$ cat config.mk
export PLATFORM = sky130hd
export DESIGN_NAME = http_request_header_scanner_flat
export DESIGN_NICKNAME = d
export VERILOG_FILES = /design/src/rtl/hrs_pkg.sv /design/src/rtl/hrs_in_if.sv /design/src/rtl/hrs_out_if.sv /design/src/rtl/http_request_header_scanner.sv /design/src/flat_wrapper.sv
export SDC_FILE = /design/constraint.sdc
export NUM_CORES = 1
export LEC_CHECK = 0
export CAP_MARGIN = 30
export CORE_UTILIZATION = 42
export DETAILED_ROUTE_END_ITERATION = 8
export DONT_BUFFER_PORTS = 1
export PLACE_DENSITY_LB_ADDON = 0.1
export SYNTH_ARGS = -nofsm -noshare
export SYNTH_HDL_FRONTEND = slang
export SYNTH_SLANG_ARGS = --single-unit
$ cat constraint.sdc
create_clock -name clk -period 14.05 [get_ports clk]
set_input_delay 1.405 -clock clk [delete_from_list [all_inputs] [get_ports clk]]
set_output_delay 1.405 -clock clk [all_outputs]
set_load 0.005 [all_outputs]
$ cat src/rtl/hrs_pkg.sv
`default_nettype none
package hrs_pkg;

  localparam int VALUE_BITS = 32;
  localparam int BYTE_W     = 8;
  localparam int OUT_W      = 32;
  localparam int CONN_W     = 31;
  localparam int KEY_POS_W  = 4;

  localparam logic [CONN_W-1:0]    CONN_RESET  = CONN_W'(1);
  localparam logic [KEY_POS_W-1:0] KEY_POS_MAX = '1;
  localparam logic [KEY_POS_W-1:0] SLEEP_LEN   = KEY_POS_W'(7);
  localparam logic [KEY_POS_W-1:0] REQUEST_LEN = KEY_POS_W'(9);

  localparam logic [BYTE_W-1:0] CR_CHAR    = 8'h0D;
  localparam logic [BYTE_W-1:0] LF_CHAR    = 8'h0A;
  localparam logic [BYTE_W-1:0] TAB_CHAR   = 8'h09;
  localparam logic [BYTE_W-1:0] SP_CHAR    = 8'h20;
  localparam logic [BYTE_W-1:0] COLON_CHAR = 8'h3A;
  localparam logic [BYTE_W-1:0] PLUS_CHAR  = 8'h2B;
  localparam logic [BYTE_W-1:0] MINUS_CHAR = 8'h2D;
  localparam logic [BYTE_W-1:0] ZERO_CHAR  = 8'h30;
  localparam logic [BYTE_W-1:0] NINE_CHAR  = 8'h39;

  typedef enum logic [2:0] {
    PH_BEGIN,
    PH_KEY,
    PH_COLON,
    PH_VALUE,
    PH_CR
  } line_phase_t;

  typedef enum logic [1:0] {
    NP_SKIP,
    NP_SIGN,
    NP_DIGITS,
    NP_DONE
  } num_phase_t;

  typedef logic [1:0] term_progress_t;

  typedef struct packed {
    logic [OUT_W-1:0]  sleep_ms;
    logic [OUT_W-1:0]  request_number;
    logic [OUT_W-1:0]  reply_count;
    logic [CONN_W-1:0] connection_number;
  } result_t;

  function automatic logic [BYTE_W-1:0] sleep_char(input logic [KEY_POS_W-1:0] pos);
    logic [BYTE_W-1:0] ch;
    case (pos)
      4'd0:    ch = "X";
      4'd1:    ch = "-";
      4'd2:    ch = "S";
      4'd3:    ch = "l";
      4'd4:    ch = "e";
      4'd5:    ch = "e";
      4'd6:    ch = "p";
      default: ch = 8'h00;
    endcase
    return ch;
  endfunction

  function automatic logic [BYTE_W-1:0] request_char(input logic [KEY_POS_W-1:0] pos);
    logic [BYTE_W-1:0] ch;
    case (pos)
      4'd0:    ch = "X";
      4'd1:    ch = "-";
      4'd2:    ch = "R";
      4'd3:    ch = "e";
      4'd4:    ch = "q";
      4'd5:    ch = "u";
      4'd6:    ch = "e";
      4'd7:    ch = "s";
      4'd8:    ch = "t";
      default: ch = 8'h00;
    endcase
    return ch;
  endfunction

endpackage
`default_nettype wire

$ cat src/rtl/hrs_in_if.sv
`default_nettype none
interface hrs_in_if;
  import hrs_pkg::*;

  logic              valid;
  logic              ready;
  logic [BYTE_W-1:0] rx_byte;

  modport source (output valid, output rx_byte, input ready);
  modport sink (input valid, input rx_byte, output ready);
endinterface
`default_nettype wire

$ cat src/rtl/hrs_out_if.sv
`default_nettype none
interface hrs_out_if;
  import hrs_pkg::*;

  logic              valid;
  logic              ready;
  logic [OUT_W-1:0]  sleep_ms;
  logic [OUT_W-1:0]  request_number;
  logic [OUT_W-1:0]  reply_count;
  logic [CONN_W-1:0] connection_number;

  modport source (
    output valid, output sleep_ms, output request_number, output reply_count,
    output connection_number, input ready
  );
  modport sink (
    input valid, input sleep_ms, input request_number, input reply_count,
    input connection_number, output ready
  );
endinterface
`default_nettype wire

$ cat src/rtl/http_request_header_scanner.sv
`default_nettype none
// Scans an HTTP request byte stream at one byte per clock and emits one result
// per end of message (CR LF CR LF): the last valid X-Sleep and X-Request values
// seen since the previous result (zero if absent), a reply count starting at 1
// and the configured connection id. All per-byte work sits between the byte
// transfer and a single state/result register stage, so a byte is taken every
// cycle; the result is registered on the closing LF, into the result register if free, else the skid.
// A two-entry output buffer (result register plus skid) lets input continue
// while a result waits; input stalls only when both entries are held.
// Write connection_id only while the block is idle.
module http_request_header_scanner (
  input  wire                        clk,
  input  wire                        rst,
  input  wire                        cfg_wr_en,
  input  wire [hrs_pkg::CONN_W-1:0]  cfg_wr_data,
  hrs_in_if.sink                     in_ch,
  hrs_out_if.source                  out_ch
);
  import hrs_pkg::*;

  localparam int ACC_W = VALUE_BITS + 4;
  localparam logic [VALUE_BITS-1:0] VALUE_MAX = '1;

  logic [CONN_W-1:0]     connection_id;
  term_progress_t        term_progress, term_progress_next;
  line_phase_t           line_phase, line_phase_next;
  logic                  line_invalid, line_invalid_next;
  logic [KEY_POS_W-1:0]  key_position, key_position_next;
  logic                  key_may_be_sleep, key_may_be_sleep_next;
  logic                  key_may_be_request, key_may_be_request_next;
  num_phase_t            num_phase, num_phase_next;
  logic                  num_negative, num_negative_next;
  logic [VALUE_BITS-1:0] num_acc, num_acc_next;
  logic                  num_saturated, num_saturated_next;
  logic [VALUE_BITS-1:0] pending_sleep, pending_sleep_next;
  logic [VALUE_BITS-1:0] pending_request, pending_request_next;
  logic [OUT_W-1:0]      reply_counter, reply_counter_next;

  logic                  out_valid;
  result_t               out_data;
  logic                  skid_valid;
  result_t               skid_data;
  result_t               new_result;

  logic                  in_fire;
  logic                  pop;
  logic                  eom;
  logic [BYTE_W-1:0]     ch;
  logic                  is_digit;
  logic [ACC_W-1:0]      acc_times_ten;
  logic                  acc_overflow;
  logic [VALUE_BITS-1:0] num_value;

  assign in_ch.ready = !skid_valid;
  assign in_fire     = in_ch.valid && in_ch.ready;
  assign pop         = out_valid && out_ch.ready;
  assign ch          = in_ch.rx_byte;
  assign is_digit    = ch inside {[ZERO_CHAR:NINE_CHAR]};

  assign acc_times_ten = (ACC_W'(num_acc) << 3) + (ACC_W'(num_acc) << 1)
                       + ACC_W'(ch[3:0]);
  assign acc_overflow  = |acc_times_ten[ACC_W-1:VALUE_BITS];

  always_comb begin
    if (num_saturated) begin
      num_value = VALUE_MAX;
    end else if (num_negative) begin
      num_value = VALUE_BITS'(0) - num_acc;
    end else begin
      num_value = num_acc;
    end
  end

  // end of message matcher
  always_comb begin
    eom = 1'b0;
    term_progress_next = term_progress;
    if (in_fire) begin
      if (ch == (term_progress[0] ? LF_CHAR : CR_CHAR)) begin
        if (term_progress == 2'd3) begin
          eom = 1'b1;
          term_progress_next = 2'd0;
        end else begin
          term_progress_next = term_progress + 2'd1;
        end
      end else begin
        term_progress_next = (ch == CR_CHAR) ? 2'd1 : 2'd0;
      end
    end
  end

  // header line tracker
  always_comb begin
    line_phase_next         = line_phase;
    line_invalid_next       = line_invalid;
    key_position_next       = key_position;
    key_may_be_sleep_next   = key_may_be_sleep;
    key_may_be_request_next = key_may_be_request;
    num_phase_next          = num_phase;
    num_negative_next       = num_negative;
    num_acc_next            = num_acc;
    num_saturated_next      = num_saturated;
    pending_sleep_next      = pending_sleep;
    pending_request_next    = pending_request;
    reply_counter_next      = reply_counter;
    if (in_fire) begin
      if (ch == LF_CHAR) begin
        if (line_phase == PH_CR && !line_invalid) begin
          if (key_may_be_sleep && key_position == SLEEP_LEN) begin
            pending_sleep_next = num_value;
          end else if (key_may_be_request && key_position == REQUEST_LEN) begin
            pending_request_next = num_value;
          end
        end
        line_phase_next         = PH_BEGIN;
        line_invalid_next       = 1'b0;
        key_position_next       = '0;
        key_may_be_sleep_next   = 1'b1;
        key_may_be_request_next = 1'b1;
        num_phase_next          = NP_SKIP;
        num_negative_next       = 1'b0;
        num_acc_next            = '0;
        num_saturated_next      = 1'b0;
      end else begin
        case (line_phase)
          PH_COLON: begin
            if (ch == SP_CHAR) begin
              line_phase_next = PH_VALUE;
            end else begin
              line_invalid_next = 1'b1;
            end
          end
          PH_VALUE: begin
            if (ch == CR_CHAR) begin
              line_phase_next = PH_CR;
            end else begin
              case (num_phase)
                NP_SKIP, NP_SIGN, NP_DIGITS: begin
                  if (num_phase == NP_SKIP && ch inside {SP_CHAR, [TAB_CHAR:CR_CHAR]}) begin
                    num_phase_next = NP_SKIP;
                  end else if (num_phase == NP_SKIP
                               && (ch == PLUS_CHAR || ch == MINUS_CHAR)) begin
                    num_negative_next = (ch == MINUS_CHAR);
                    num_phase_next    = NP_SIGN;
                  end else if (is_digit) begin
                    num_phase_next = NP_DIGITS;
                    if (!num_saturated) begin
                      if (acc_overflow) begin
                        num_saturated_next = 1'b1;
                      end else begin
                        num_acc_next = acc_times_ten[VALUE_BITS-1:0];
                      end
                    end
                  end else begin
                    num_phase_next = NP_DONE;
                  end
                end
                default: begin
                  num_phase_next = num_phase;
                end
              endcase
            end
          end
          PH_CR: begin
            line_invalid_next = 1'b1;
          end
          default: begin
            if (line_phase == PH_KEY && ch == COLON_CHAR) begin
              line_phase_next = PH_COLON;
            end else begin
              if (key_position >= SLEEP_LEN || ch != sleep_char(key_position)) begin
                key_may_be_sleep_next = 1'b0;
              end
              if (key_position >= REQUEST_LEN || ch != request_char(key_position)) begin
                key_may_be_request_next = 1'b0;
              end
              if (key_position != KEY_POS_MAX) begin
                key_position_next = key_position + KEY_POS_W'(1);
              end
              line_phase_next = PH_KEY;
            end
          end
        endcase
      end
      if (eom) begin
        reply_counter_next   = reply_counter + OUT_W'(1);
        pending_sleep_next   = '0;
        pending_request_next = '0;
      end
    end
  end

  always_comb begin
    new_result.sleep_ms          = OUT_W'(pending_sleep_next);
    new_result.request_number    = OUT_W'(pending_request_next);
    new_result.reply_count       = reply_counter + OUT_W'(1);
    new_result.connection_number = connection_id;
    if (eom) begin
      new_result.sleep_ms       = OUT_W'(in_fire && line_phase == PH_CR && !line_invalid
                                  && key_may_be_sleep && key_position == SLEEP_LEN
                                  ? num_value : pending_sleep);
      new_result.request_number = OUT_W'(in_fire && line_phase == PH_CR && !line_invalid
                                  && !(key_may_be_sleep && key_position == SLEEP_LEN)
                                  && key_may_be_request && key_position == REQUEST_LEN
                                  ? num_value : pending_request);
    end
  end

  always_ff @(posedge clk) begin
    if (rst) begin
      connection_id      <= CONN_RESET;
      term_progress      <= 2'd0;
      line_phase         <= PH_BEGIN;
      line_invalid       <= 1'b0;
      key_position       <= '0;
      key_may_be_sleep   <= 1'b1;
      key_may_be_request <= 1'b1;
      num_phase          <= NP_SKIP;
      num_negative       <= 1'b0;
      num_acc            <= '0;
      num_saturated      <= 1'b0;
      pending_sleep      <= '0;
      pending_request    <= '0;
      reply_counter      <= '0;
    end else begin
      if (cfg_wr_en) begin
        connection_id <= cfg_wr_data;
      end
      term_progress      <= term_progress_next;
      line_phase         <= line_phase_next;
      line_invalid       <= line_invalid_next;
      key_position       <= key_position_next;
      key_may_be_sleep   <= key_may_be_sleep_next;
      key_may_be_request <= key_may_be_request_next;
      num_phase          <= num_phase_next;
      num_negative       <= num_negative_next;
      num_acc            <= num_acc_next;
      num_saturated      <= num_saturated_next;
      pending_sleep      <= pending_sleep_next;
      pending_request    <= pending_request_next;
      reply_counter      <= reply_counter_next;
    end
  end

  // result register with skid entry behind it
  always_ff @(posedge clk) begin
    if (rst) begin
      out_valid  <= 1'b0;
      skid_valid <= 1'b0;
    end else if (!out_valid || pop) begin
      if (skid_valid) begin
        out_valid  <= 1'b1;
        skid_valid <= eom;
      end else begin
        out_valid  <= eom;
      end
    end else if (eom) begin
      skid_valid <= 1'b1;
    end
  end

  always_ff @(posedge clk) begin
    if (!out_valid || pop) begin
      if (skid_valid) begin
        out_data <= skid_data;
        if (eom) begin
          skid_data <= new_result;
        end
      end else begin
        out_data <= new_result;
      end
    end else if (eom) begin
      skid_data <= new_result;
    end
  end

  assign out_ch.valid             = out_valid;
  assign out_ch.sleep_ms          = out_data.sleep_ms;
  assign out_ch.request_number    = out_data.request_number;
  assign out_ch.reply_count       = out_data.reply_count;
  assign out_ch.connection_number = out_data.connection_number;

  a_skid_behind_out: assert property (@(posedge clk) disable iff (rst)
    skid_valid |-> out_valid)
    else $error("skid entry held without a result in the output register");

  a_eom_on_lf: assert property (@(posedge clk) disable iff (rst)
    eom |-> (in_fire && in_ch.rx_byte == LF_CHAR))
    else $error("end of message on a byte other than a transferred LF");

  a_pending_cleared: assert property (@(posedge clk) disable iff (rst)
    $past(eom) |-> (pending_sleep == '0 && pending_request == '0))
    else $error("pending values not cleared after end of message");

  a_line_begin_key: assert property (@(posedge clk) disable iff (rst)
    (line_phase == PH_BEGIN) |-> (key_position == '0 && !line_invalid))
    else $error("line begin with key progress or invalid mark left over");

endmodule
`default_nettype wire

$ cat src/flat_wrapper.sv
// flat-port wrapper written by rule: the top's interface ports become plain ports
module http_request_header_scanner_flat import hrs_pkg::*;
  (clk, rst, cfg_wr_en, cfg_wr_data, in_ch_valid, in_ch_rx_byte, in_ch_ready, out_ch_valid, out_ch_sleep_ms, out_ch_request_number, out_ch_reply_count, out_ch_connection_number, out_ch_ready);
  hrs_in_if in_ch_i ();
  hrs_out_if out_ch_i ();
  input  wire clk;
  input  wire rst;
  input  wire cfg_wr_en;
  input  wire [hrs_pkg::CONN_W-1:0] cfg_wr_data;
  input wire logic [$bits(in_ch_i.valid)-1:0] in_ch_valid;
  input wire logic [$bits(in_ch_i.rx_byte)-1:0] in_ch_rx_byte;
  output wire logic [$bits(in_ch_i.ready)-1:0] in_ch_ready;
  output wire logic [$bits(out_ch_i.valid)-1:0] out_ch_valid;
  output wire logic [$bits(out_ch_i.sleep_ms)-1:0] out_ch_sleep_ms;
  output wire logic [$bits(out_ch_i.request_number)-1:0] out_ch_request_number;
  output wire logic [$bits(out_ch_i.reply_count)-1:0] out_ch_reply_count;
  output wire logic [$bits(out_ch_i.connection_number)-1:0] out_ch_connection_number;
  input wire logic [$bits(out_ch_i.ready)-1:0] out_ch_ready;
  assign in_ch_i.valid = in_ch_valid;
  assign in_ch_i.rx_byte = in_ch_rx_byte;
  assign in_ch_ready = in_ch_i.ready;
  assign out_ch_valid = out_ch_i.valid;
  assign out_ch_sleep_ms = out_ch_i.sleep_ms;
  assign out_ch_request_number = out_ch_i.request_number;
  assign out_ch_reply_count = out_ch_i.reply_count;
  assign out_ch_connection_number = out_ch_i.connection_number;
  assign out_ch_i.ready = out_ch_ready;
  http_request_header_scanner u_core (.clk(clk), .rst(rst), .cfg_wr_en(cfg_wr_en), .cfg_wr_data(cfg_wr_data), .in_ch(in_ch_i), .out_ch(out_ch_i));
endmodule
# Word-level counts from Yosys, hierarchy flattened
# Memory sizes are Yosys's and may differ from the RTL's. A register that Yosys moved wholly into a read port is not among the register bits.
# Cells that the tools add are included.
# word_totals
register_bits,431
memories,1
romBits,112
elab_cells,218
in_bits,44
# mem_list
memory,words,width,read_ports,rd_clocked_by_memory_dff,wr,line_no,text
(no name shown),16,7,1,1,0,hrs_pkg.sv:66,case (pos)
# op_classes
n_lt_le_gt_ge,6
n_mux,93
n_reduce_logical,51
n_eq_ne,37
add_sub_neg,6
# ops
operator,count
$mux 32,24
$mux 127,4
$mux 64,1
$mux 8,8
$pmux 7 s6,1
$add 35x33->36,1
$add 36x4->36,1
$mux 1,34
$add 32x1->32 const B,1
$eq 8x6->1 const B,4
$sub 1x32->32 const A,1
$mux 4,6
$reduce_and 4->1,5
$mux 2,9
$reduce_bool 2->1,9
$logic_and 1x1->1,17
$eq 4x3->1 const B,4
$eq 8x4->1 const B,2
$ne 8x8->1,2
$mux 3,4
$ne 2x1->1 const B,6
$pmux 3 s3,1
$reduce_and 9->1,1
$eq 4x2->1 const B,2
33 further kinds,45

# Longest topological paths before layout
# Gate-level depths: netlist of the first run.
# depth
ltp_word,13
depth_mapped,16

# Worst setup path after synthesis of the first run
# OpenSTA, ideal clock, no wires.
# synth_timing
path_type,input to register
startpoint,in out_ch_ready
endpoint,reg u_core.skid_data[0] in the netlist's numbering (enable)
stages,2
slack_ps,2427
path_buffers,0
required_time_ps,12791
t_arrival_ps,10364
cell_sequence,nand2b_1 nor2_1
# synth_between
elab_chain_cells,3
# synth_rtl
element,line_no,text
from (decl),flat_wrapper.sv:18,input wire logic [$bits(out_ch_i.ready)-1:0] out_ch_ready;
$logic_and 1x1->1,http_request_header_scanner.sv:56,assign pop = out_valid && out_ch.ready;
$logic_or 1x1->1,http_request_header_scanner.sv:263,if (!out_valid || pop) begin
$ne 2x1->1 (no line),n/a,
to (signal assigned),http_request_header_scanner.sv:267,skid_data <= new_result;
to (signal assigned),http_request_header_scanner.sv:273,skid_data <= new_result;
to (decl),http_request_header_scanner.sv:42,result_t skid_data;
# Every way passes these cells.
# A chain may end at the register's enable or synchronous reset.

# Worst setup path in the final report of the first run
# layout_timing
startpoint,in in_ch_rx_byte[3]
endpoint,reg u_core.num_acc[2]
# layout_between
elab_chain_cells,6
# layout_rtl
element,line_no,text
from (decl),flat_wrapper.sv:11,input wire logic [$bits(in_ch_i.rx_byte)-1:0] in_ch_rx_byte;
"parallel branches: the longest is 6 deep, another holds $add 36x4->36",n/a,
to (signal assigned),http_request_header_scanner.sv:237,num_acc <= num_acc_next;
to (decl),http_request_header_scanner.sv:33,"logic [VALUE_BITS-1:0] num_acc, num_acc_next;"
# Several ways; the timed one is not identified.

==> summary.txt, run 1 <==
Status
  • Status: completed

Finish
  • Layout Cells excl Fill: 2,490
  • Fraction of layout cells with a size suffix above 1: 0.136
  • Layout Nets: 1,958
  • N_diodes: 0
  • Leading cell types in the layout, fill and taps excluded: 301 x nor2_1, 254 x edfxtp_1, 183 x dfxtp_1
  • Syn-to-layout area delta: 11.4%
  • Commonest non-fill, non-tap cell in the layout: nor2_1

Logic synthesis
  • Cells after Synth: 1,868
  • Yosys top cell by area: edfxtp_1
  • Post-synth EDFFs: about 250
  • Post-synthesis async set-or-reset flop share: 0
  • Register area share after synthesis: 0.551
  • Synth top area cells: edfxtp_1 37%, dfxtp_1 18%, mux2_2 6.9%
  • #FFs+latches synth: 438
  • Mean post-synth cell area: 11.0 µm²
  • Largest family of logic cells by synthesized area: simple AND/OR/NAND/NOR gates
  • Syn nets: a little under 2k
  • Post-synthesis mux area share: 0.0877
  • Area share of fa/ha/maj cells after synthesis: 0.0483
  • Yosys cell types: 70
  • Yosys warns: 0
  • Synthesized area: slightly above 20,000 µm²
  • Ys flop type: edfxtp_1
  • Compound-Gate Fraction of Synth Area: 0.115
  • Xor/xnor share of the synthesized area: 0.0512
  • Simple-Gate Fraction of Synth Area: 0.122
  • Area share of the leading cell type in the synthesized netlist: 0.372

Drt
  • WL per Instance: roughly 19 µm
  • Metal1 wirelength: ~22,000 µm
  • WL met3: 1970 µm
  • Vias: between 10k and 15k
  • First-pass DRT Iterations: 5
  • Iter 0 DRT Violations: 720
  • Routed WL: ~47,000 µm
  • Post-route ant nets: 0
  • DRC errors left: 0
  • DR top layer: met4
  • DR vias/cell: ~5.5
  • Metal2 WL: about 23,000 µm

Clocking
  • CTS Root Cell: clkbuf_16
  • CTS tree: built
  • Cts repair resizes: 0
  • H-tree depth: 2
  • Clock Latency Late Sink: between 0.5 and 0.6 ns
  • CTS Hold Bufs: 0
  • Clock tree buffer depth: 3
  • CTS clk-pin slew, worst paths: around 0.060 ns
  • Total CTS buffers: 47
  • CTS Sinks: approximately 440
  • Postcts setup bufs: 0

Place
  • Dpl cells: around 2.4k
  • DPL Wire Length: about 31,000 µm
  • Port Buffers: 0
  • Final Wtd Congestion: about 0.87

Worst setup path
  • R2R depth: 14
  • Setup CP Type: input pin to register
  • Type of origin of the critical path: input pin
  • Worst setup path start: in_ch_rx_byte[3]
  • Worst flop-to-flop path endpoint: u_core.num_acc[2]
  • Reg2reg setup slack: roughly 9 ns
  • CP Max Fanout: 18
  • CP Capture Type: register
  • Critical path data arrival time: around 5.7 ns
  • Reg-to-reg startpoint: u_core.num_acc[0]
  • CP required: between 10 and 15 ns

Floorplan
  • Core area: between 40,000 and 50,000 µm²
  • Boundary pin count: around 170
  • Starting Density: 0.428
  • Die Footprint: roughly 50,000 µm²
  • Die Y: 223 µm
  • DIE WIDTH: 223 µm
  • Cell Rows: 80

Timing
  • RSZ-0062 raised after global routing: no
  • Post-route clock period utilization: 0.368
  • Fin. Hold Viols: 0
  • Final setup fails: 0
  • Max Fclk: roughly 190 MHz
  • Worst-margin pin slew: about 0.84 ns
  • Pins Over Slew Limit: 0
  • Minimum clock period: about 5.2 ns
  • Slew HR: 0.437
  • Fin Setup TNS: 0 ns
  • WHS: around 0.45 ns
  • Worst Skew: 0.0314 ns

Flow run
  • Max Cap Viol: 0

Hold path
  • Hold/Removal Path Class: register to register
  • Hold Crit Endpoint: u_core.skid_data[20]
  • Hold depth: 0
  • HP Start: u_core.connection_id[20]

Global routing
  • Total grt overflow: 0
  • Initial antenna violation count: 0
  • Largest net degree at the start of global routing: 108
  • GRT Util Overall: 0.190
  • Vias in the first global route: approximately 13k
  • Global-route wire length before repair: roughly 76,000 µm

Power
  • Worst vdd rail ir drop: approximately 84 µV
  • Lkg Pwr: 8.80 nW
  • P per Cell Area: roughly 120 nW/µm²
[layout make-up]
cell class	instances	area, µm²
fillers	4388	25100
flip-flops and latches	438	11300
multi-input cells	1299	8760
clock buffers	65	1370
well taps	615	769
clock inverters	23	312
repair buffers	23	233
inverters	27	104
[layer usage]
layer,track usage,vias to the layer above
met3,0.0341,65
met1,0.249,6644
met5,0,-
met2,0.321,276
met4,0.0523,0
li1,-,6729
[synth_stat cells, types with 5 or more instances]
cell        n
nor2_1    303
edfxtp_1  254
dfxtp_1   184
a21oi_1   169
mux2_2    126
nand2_1   102
clkbuf_1   87
ha_1       76
xnor2_1    71
o21ai_0    61
xor2_1     49
a211oi_1   37
mux2i_1    35
a32o_1     31
nand3_1    26
inv_1      24
nor3_1     21
nand4_1    20
or3_1      20
a31oi_1    18
a21o_1     11
buf_1      11
and3_1      8
nand2b_1    8
nor2b_1     6
nor4_1      6
o21a_1      6
o31ai_1     6
or4_1       6
and2_1      5
and4_1      5
o211ai_1    5
[how the worst max path moves through the flow]
stage | endpoint | cells after the start | slack, ns
2_1_floorplan | u_core.skid_data[0] | 2 | 2.43
3_3_place_gp | u_core.num_acc[9] | 13 | 8.18
3_5_place_dp | u_core.num_acc[2] | 14 | 8.32
4_1_cts | u_core.num_acc[2] | 14 | 8.93
5_1_grt | u_core.num_acc[17] | 14 | 8.63
6_report | u_core.num_acc[2] | 14 | 8.88
[critical path, cell delays in order]
cell	delay (ns)
inv_1	0.06
fa_1	0.59
inv_1	0.06
ha_1	0.30
a211oi_1	0.34
o211ai_1	0.17
a31oi_1	0.36
a2111oi_0	0.23
or3_1	0.38
nand3_1	0.07
nor4b_1	0.64
and4_1	0.70
buf_8	0.25
a32o_1	0.14
[logic make-up (layout without fill, tap and decap cells)]
logic type	count (synthesis)	after routing
fa+ha+maj	78	78
compound gates	378	378
xor+xnor	120	120
mux	163	163
buf+inv	131	138
simple gates	560	560
flops	438	438
[sequential cells by signal, indices dropped and copies added (netlist names), named ones only]
name	count
u_core.skid_data	127
u_core.num_acc	32
u_core.out_ch.reply_count	32
u_core.out_ch.request_number	32
u_core.out_ch.sleep_ms	32
u_core.pending_request	32
u_core.pending_sleep	32
u_core.reply_counter	32
u_core.connection_id	31
u_core.out_ch.connection_number	31
u_core.key_position	4
u_core.line_phase	3
u_core.num_phase	2
u_core.term_progress	2
u_core.key_may_be_request	1
u_core.key_may_be_sleep	1
u_core.line_invalid	1
u_core.num_negative	1
u_core.num_saturated	1
u_core.out_ch.valid	1
u_core.skid_valid	1
[through the flow]
| stage | util | setup WS, ns | instance area [µm²] | power, W |
|---|---|---|---|---|
| 4_1_cts | 0.477 | 8.93 | 22900 | 0.00278 |
| 5_1_grt | 0.477 | 8.63 | 22900 | 0.00283 |
| 2_1_floorplan | - | 2.43 | 20500 | 0.00144 |
| 3_3_place_gp | 0.439 | 8.18 | 21100 | 0.00144 |
| 3_5_place_dp | 0.442 | 8.32 | 21200 | 0.00144 |
| 6_report | 0.477 | 8.88 | 22900 | 0.00274 |
[where the power goes]
| group | switching (W) | internal, W | total [W] |
|---|---|---|---|
| logic | 0.0000235 | 0.0000212 | 0.0000447 |
| clock network | 0.000518 | 0.000811 | 0.00133 |
| registers | 0.00000972 | 0.00136 | 0.00137 |
Power figures use the tool's default switching activity.
==> run 2: changes to the inputs <==
--- a/config.mk
+++ b/config.mk
@@ -5,6 +5,7 @@
 export SDC_FILE = /design/constraint.sdc
 export NUM_CORES = 1
 export LEC_CHECK = 0
+export ABC_AREA = 1
 export CAP_MARGIN = 30
 export CORE_UTILIZATION = 42
 export DETAILED_ROUTE_END_ITERATION = 8
==> constraint.sdc (replaced) <==
create_clock -name clk -period 5.2 [get_ports clk]
set_input_delay 0.52 -clock clk [delete_from_list [all_inputs] [get_ports clk]]
set_output_delay 0.52 -clock clk [all_outputs]
set_load 0.005 [all_outputs]
==> run 2 against run 1 <==
Against the previous run: via count up 34%; flip-flop and latch count unchanged; hold slack worse by 0.42 ns.
==> summary.txt, run 2 <==
Timing
  • Final setup fails: 0
  • Slew HR: 0.338
  • Minimum clock period: roughly 3.9 ns
  • Max Fclk: 255 MHz
  • Worst Skew: roughly 0.026 ns
  • Worst-margin pin slew: 0.983 ns
  • Fin Setup TNS: 0 ns
  • RSZ-0062 raised after global routing: no
  • Pins Over Slew Limit: 0
  • Fin. Hold Viols: 0
  • Post-route clock period utilization: 0.755

Drt
  • Vias: between 15k and 20k
  • Routed WL: about 61,000 µm
  • First-pass DRT Iterations: 5
  • DR vias/cell: 5.30
  • DRC errors left: 0
  • Post-route ant nets: 0
  • Iter 0 DRT Violations: between 1k and 1.5k
  • WL per Instance: between 15 and 20 µm

Worst setup path
  • Critical path data arrival time: about 4.4 ns
  • Setup CP Type: register to register
  • Type of origin of the critical path: register
  • CP required: approximately 5.7 ns
  • Most frequent CP cell: nand2_1
  • CP Max Fanout: 42
  • Worst-path cell chain: inv_1, fa_1, fa_1, inv_1, nand2_1, nand2_1, nand3_1, nand2_1, nand2_1, nand2_1, nand2_1, nand3_1, nand2_1, nor2_1, nand2_1, nand2_2, nand2_4, nand2_1, nand2_1, nor2_1
  • CP Capture Type: register
  • Slowest Stage Delay on Critical Path: 0.60 ns
  • Slowest CP cell: nand2_2

Power
  • Internal power: approximately 0.0058 W
  • Power share of the clock group: 0.469
  • Total power: around 0.0073 W
  • Switching power: between 0.0015 and 0.002 W
  • Logic pwr share: 0.023
  • Lkg Pwr: roughly 11 nW
  • Power share of the sequential group: 0.508
  • Switching part of the total power: 0.210
  • P per Cell Area: a little under 300 nW/µm²
  • Worst vdd rail ir drop: 200 µV

Global routing
  • Vias in the first global route: approximately 17k
  • GRT Util Overall: 0.220
  • Largest net degree at the start of global routing: about 130
  • Global-route wire length before repair: a little under 100,000 µm
  • Total grt overflow: 0
  • Initial antenna violation count: 0

Logic synthesis
  • #FFs+latches synth: 438
  • Post-synthesis async set-or-reset flop share: 0
  • Yosys cell types: 65
  • Mean post-synth cell area: 8.22 µm²
  • Synthesized area: about 23,000 µm²
  • Synth top area cells: edfxtp_1 33%, dfxtp_1 16%, nand2_1 12%
  • Area share of the leading cell type in the synthesized netlist: 0.335
  • Most common cell in the synthesized netlist: nand2_1
  • Most frequent cells after synthesis: 712 x nand2_1, 345 x nor2_1, 254 x edfxtp_1, 249 x inv_1, 191 x o21ai_0
  • Post-synth EDFFs: between 200 and 300
  • Yosys top cell by area: edfxtp_1
  • Cells after Synth: 2,773
  • Register area share after synthesis: 0.496
  • Yosys warns: 0
  • Syn nets: about 2.9k
  • Ys flop type: edfxtp_1

Flow run
  • Max Cap Viol: 0

Finish
  • Layout fillers: around 5.2k
  • Multi-input logic area: roughly 10000 µm²
  • Layout Nets: between 2k and 3k
  • Leading cell types in the layout, fill and taps excluded: 710 x nand2_1, 344 x nor2_1, 254 x edfxtp_1
  • Syn-to-layout area delta: 8.99%
  • FF/Latch Area: approximately 11,000 µm²
  • Max FFs per register: 127
  • N_diodes: 0
  • Most flops, register: u_core.skid_data
  • Layout Cells excl Fill: around 3.5k
  • Commonest non-fill, non-tap cell in the layout: nand2_1
  • Fraction of layout cells with a size suffix above 1: 0.0630
  • Fin area: ~25,000 µm²

Clocking
  • Cts repair resizes: 0
  • Postcts setup bufs: 0
  • CTS Sinks: around 440
  • Clock tree buffer depth: 3
  • CTS Root Cell: clkbuf_16
  • Total CTS buffers: 48
  • CTS clk-pin slew, worst paths: 0.06 ns
  • H-tree depth: 2
  • CTS tree: built
  • CTS Hold Bufs: 2
  • Clock Latency Late Sink: just under 0.6 ns

Floorplan
  • Cell Rows: 85
  • DIE WIDTH: about 230 µm
  • Die Footprint: 55,200 µm²
  • Boundary pin count: between 150 and 200
  • Die Y: between 200 and 250 µm
  • Core area: ~54,000 µm²
  • Starting Density: 0.424

Hold path
  • Hold/Removal Path Class: input pin to register

Place
  • DPL Wire Length: approximately 42,000 µm
  • Final Wtd Congestion: just under 0.9
  • Dpl cells: 3,367
  • Placed instance area: roughly 23,000 µm²
  • Port Buffers: 0

Status
  • Status: completed
run 2: critical path: cells and delay by family, from the launching register on:
kind	cells	cell delay [ns]
fa+ha+maj	2	0.99
simple gates	16	2.27
flops	1	0.35
buf+inv	2	0.20
run 2: layer usage:
metal | vias up | wire, µm | track usage
met5 | - | 0 | 0
met1 | 8634 | 27700 | 0.293
met2 | 428 | 29100 | 0.370
met3 | 100 | 2750 | 0.0310
li1 | 9162 | - | -
met4 | 0 | 1560 | 0.0664
run 2: cells by family after synthesis:
logic type	count (synthesis)	synth area share
fa+ha+maj	78	0.0435
flops	438	0.496
buf+inv	378	0.0694
xor+xnor	48	0.0188
compound gates	480	0.118
simple gates	1351	0.254
run 2: area by class of cell:
type	instances	share of cell area
clock buffers	61	0.0512
well taps	696	0.0350
flip-flops and latches	438	0.455
clock inverters	26	0.0116
repair buffers	18	0.00745
multi-input cells	1957	0.400
inverters	261	0.0397
run 2: metrics by stage:
stage | setup slack, ns | util | hold slack, ns
global route | 0.735 | 0.463 | 0.00134
detailed placement | 1.16 | 0.433 | 0.441
floorplan | 1.16 | - | 0.419
global placement | 1.23 | 0.432 | 0.433
CTS | 1.25 | 0.462 | 0.00134
finish | 1.27 | 0.463 | 0.0292
run 2: worst paths after layout:
check,startpoint,endpoint,cells past startpoint,slack [ns]
worst max-delay path,u_core.num_acc[0],u_core.num_acc[3],20,1.27
worst min-delay path,rst,u_core.pending_request[15],1,0.03
worst max register to register,u_core.num_acc[0],u_core.num_acc[3],20,1.27
worst min register to register,u_core.key_may_be_request,u_core.key_may_be_request,2,0.45
run 2: power groups by stage:
| stage | combinational, W | sequential (W) | clock [W] |
|---|---|---|---|
| finish | 0.000165 | 0.00371 | 0.00343 |
| global route | 0.000190 | 0.00371 | 0.00365 |
| CTS | 0.000165 | 0.00371 | 0.00351 |
| detailed placement | 0.000157 | 0.00378 | 0 |
| global placement | 0.000152 | 0.00378 | 0 |
| floorplan | 0.000132 | 0.00377 | 0 |
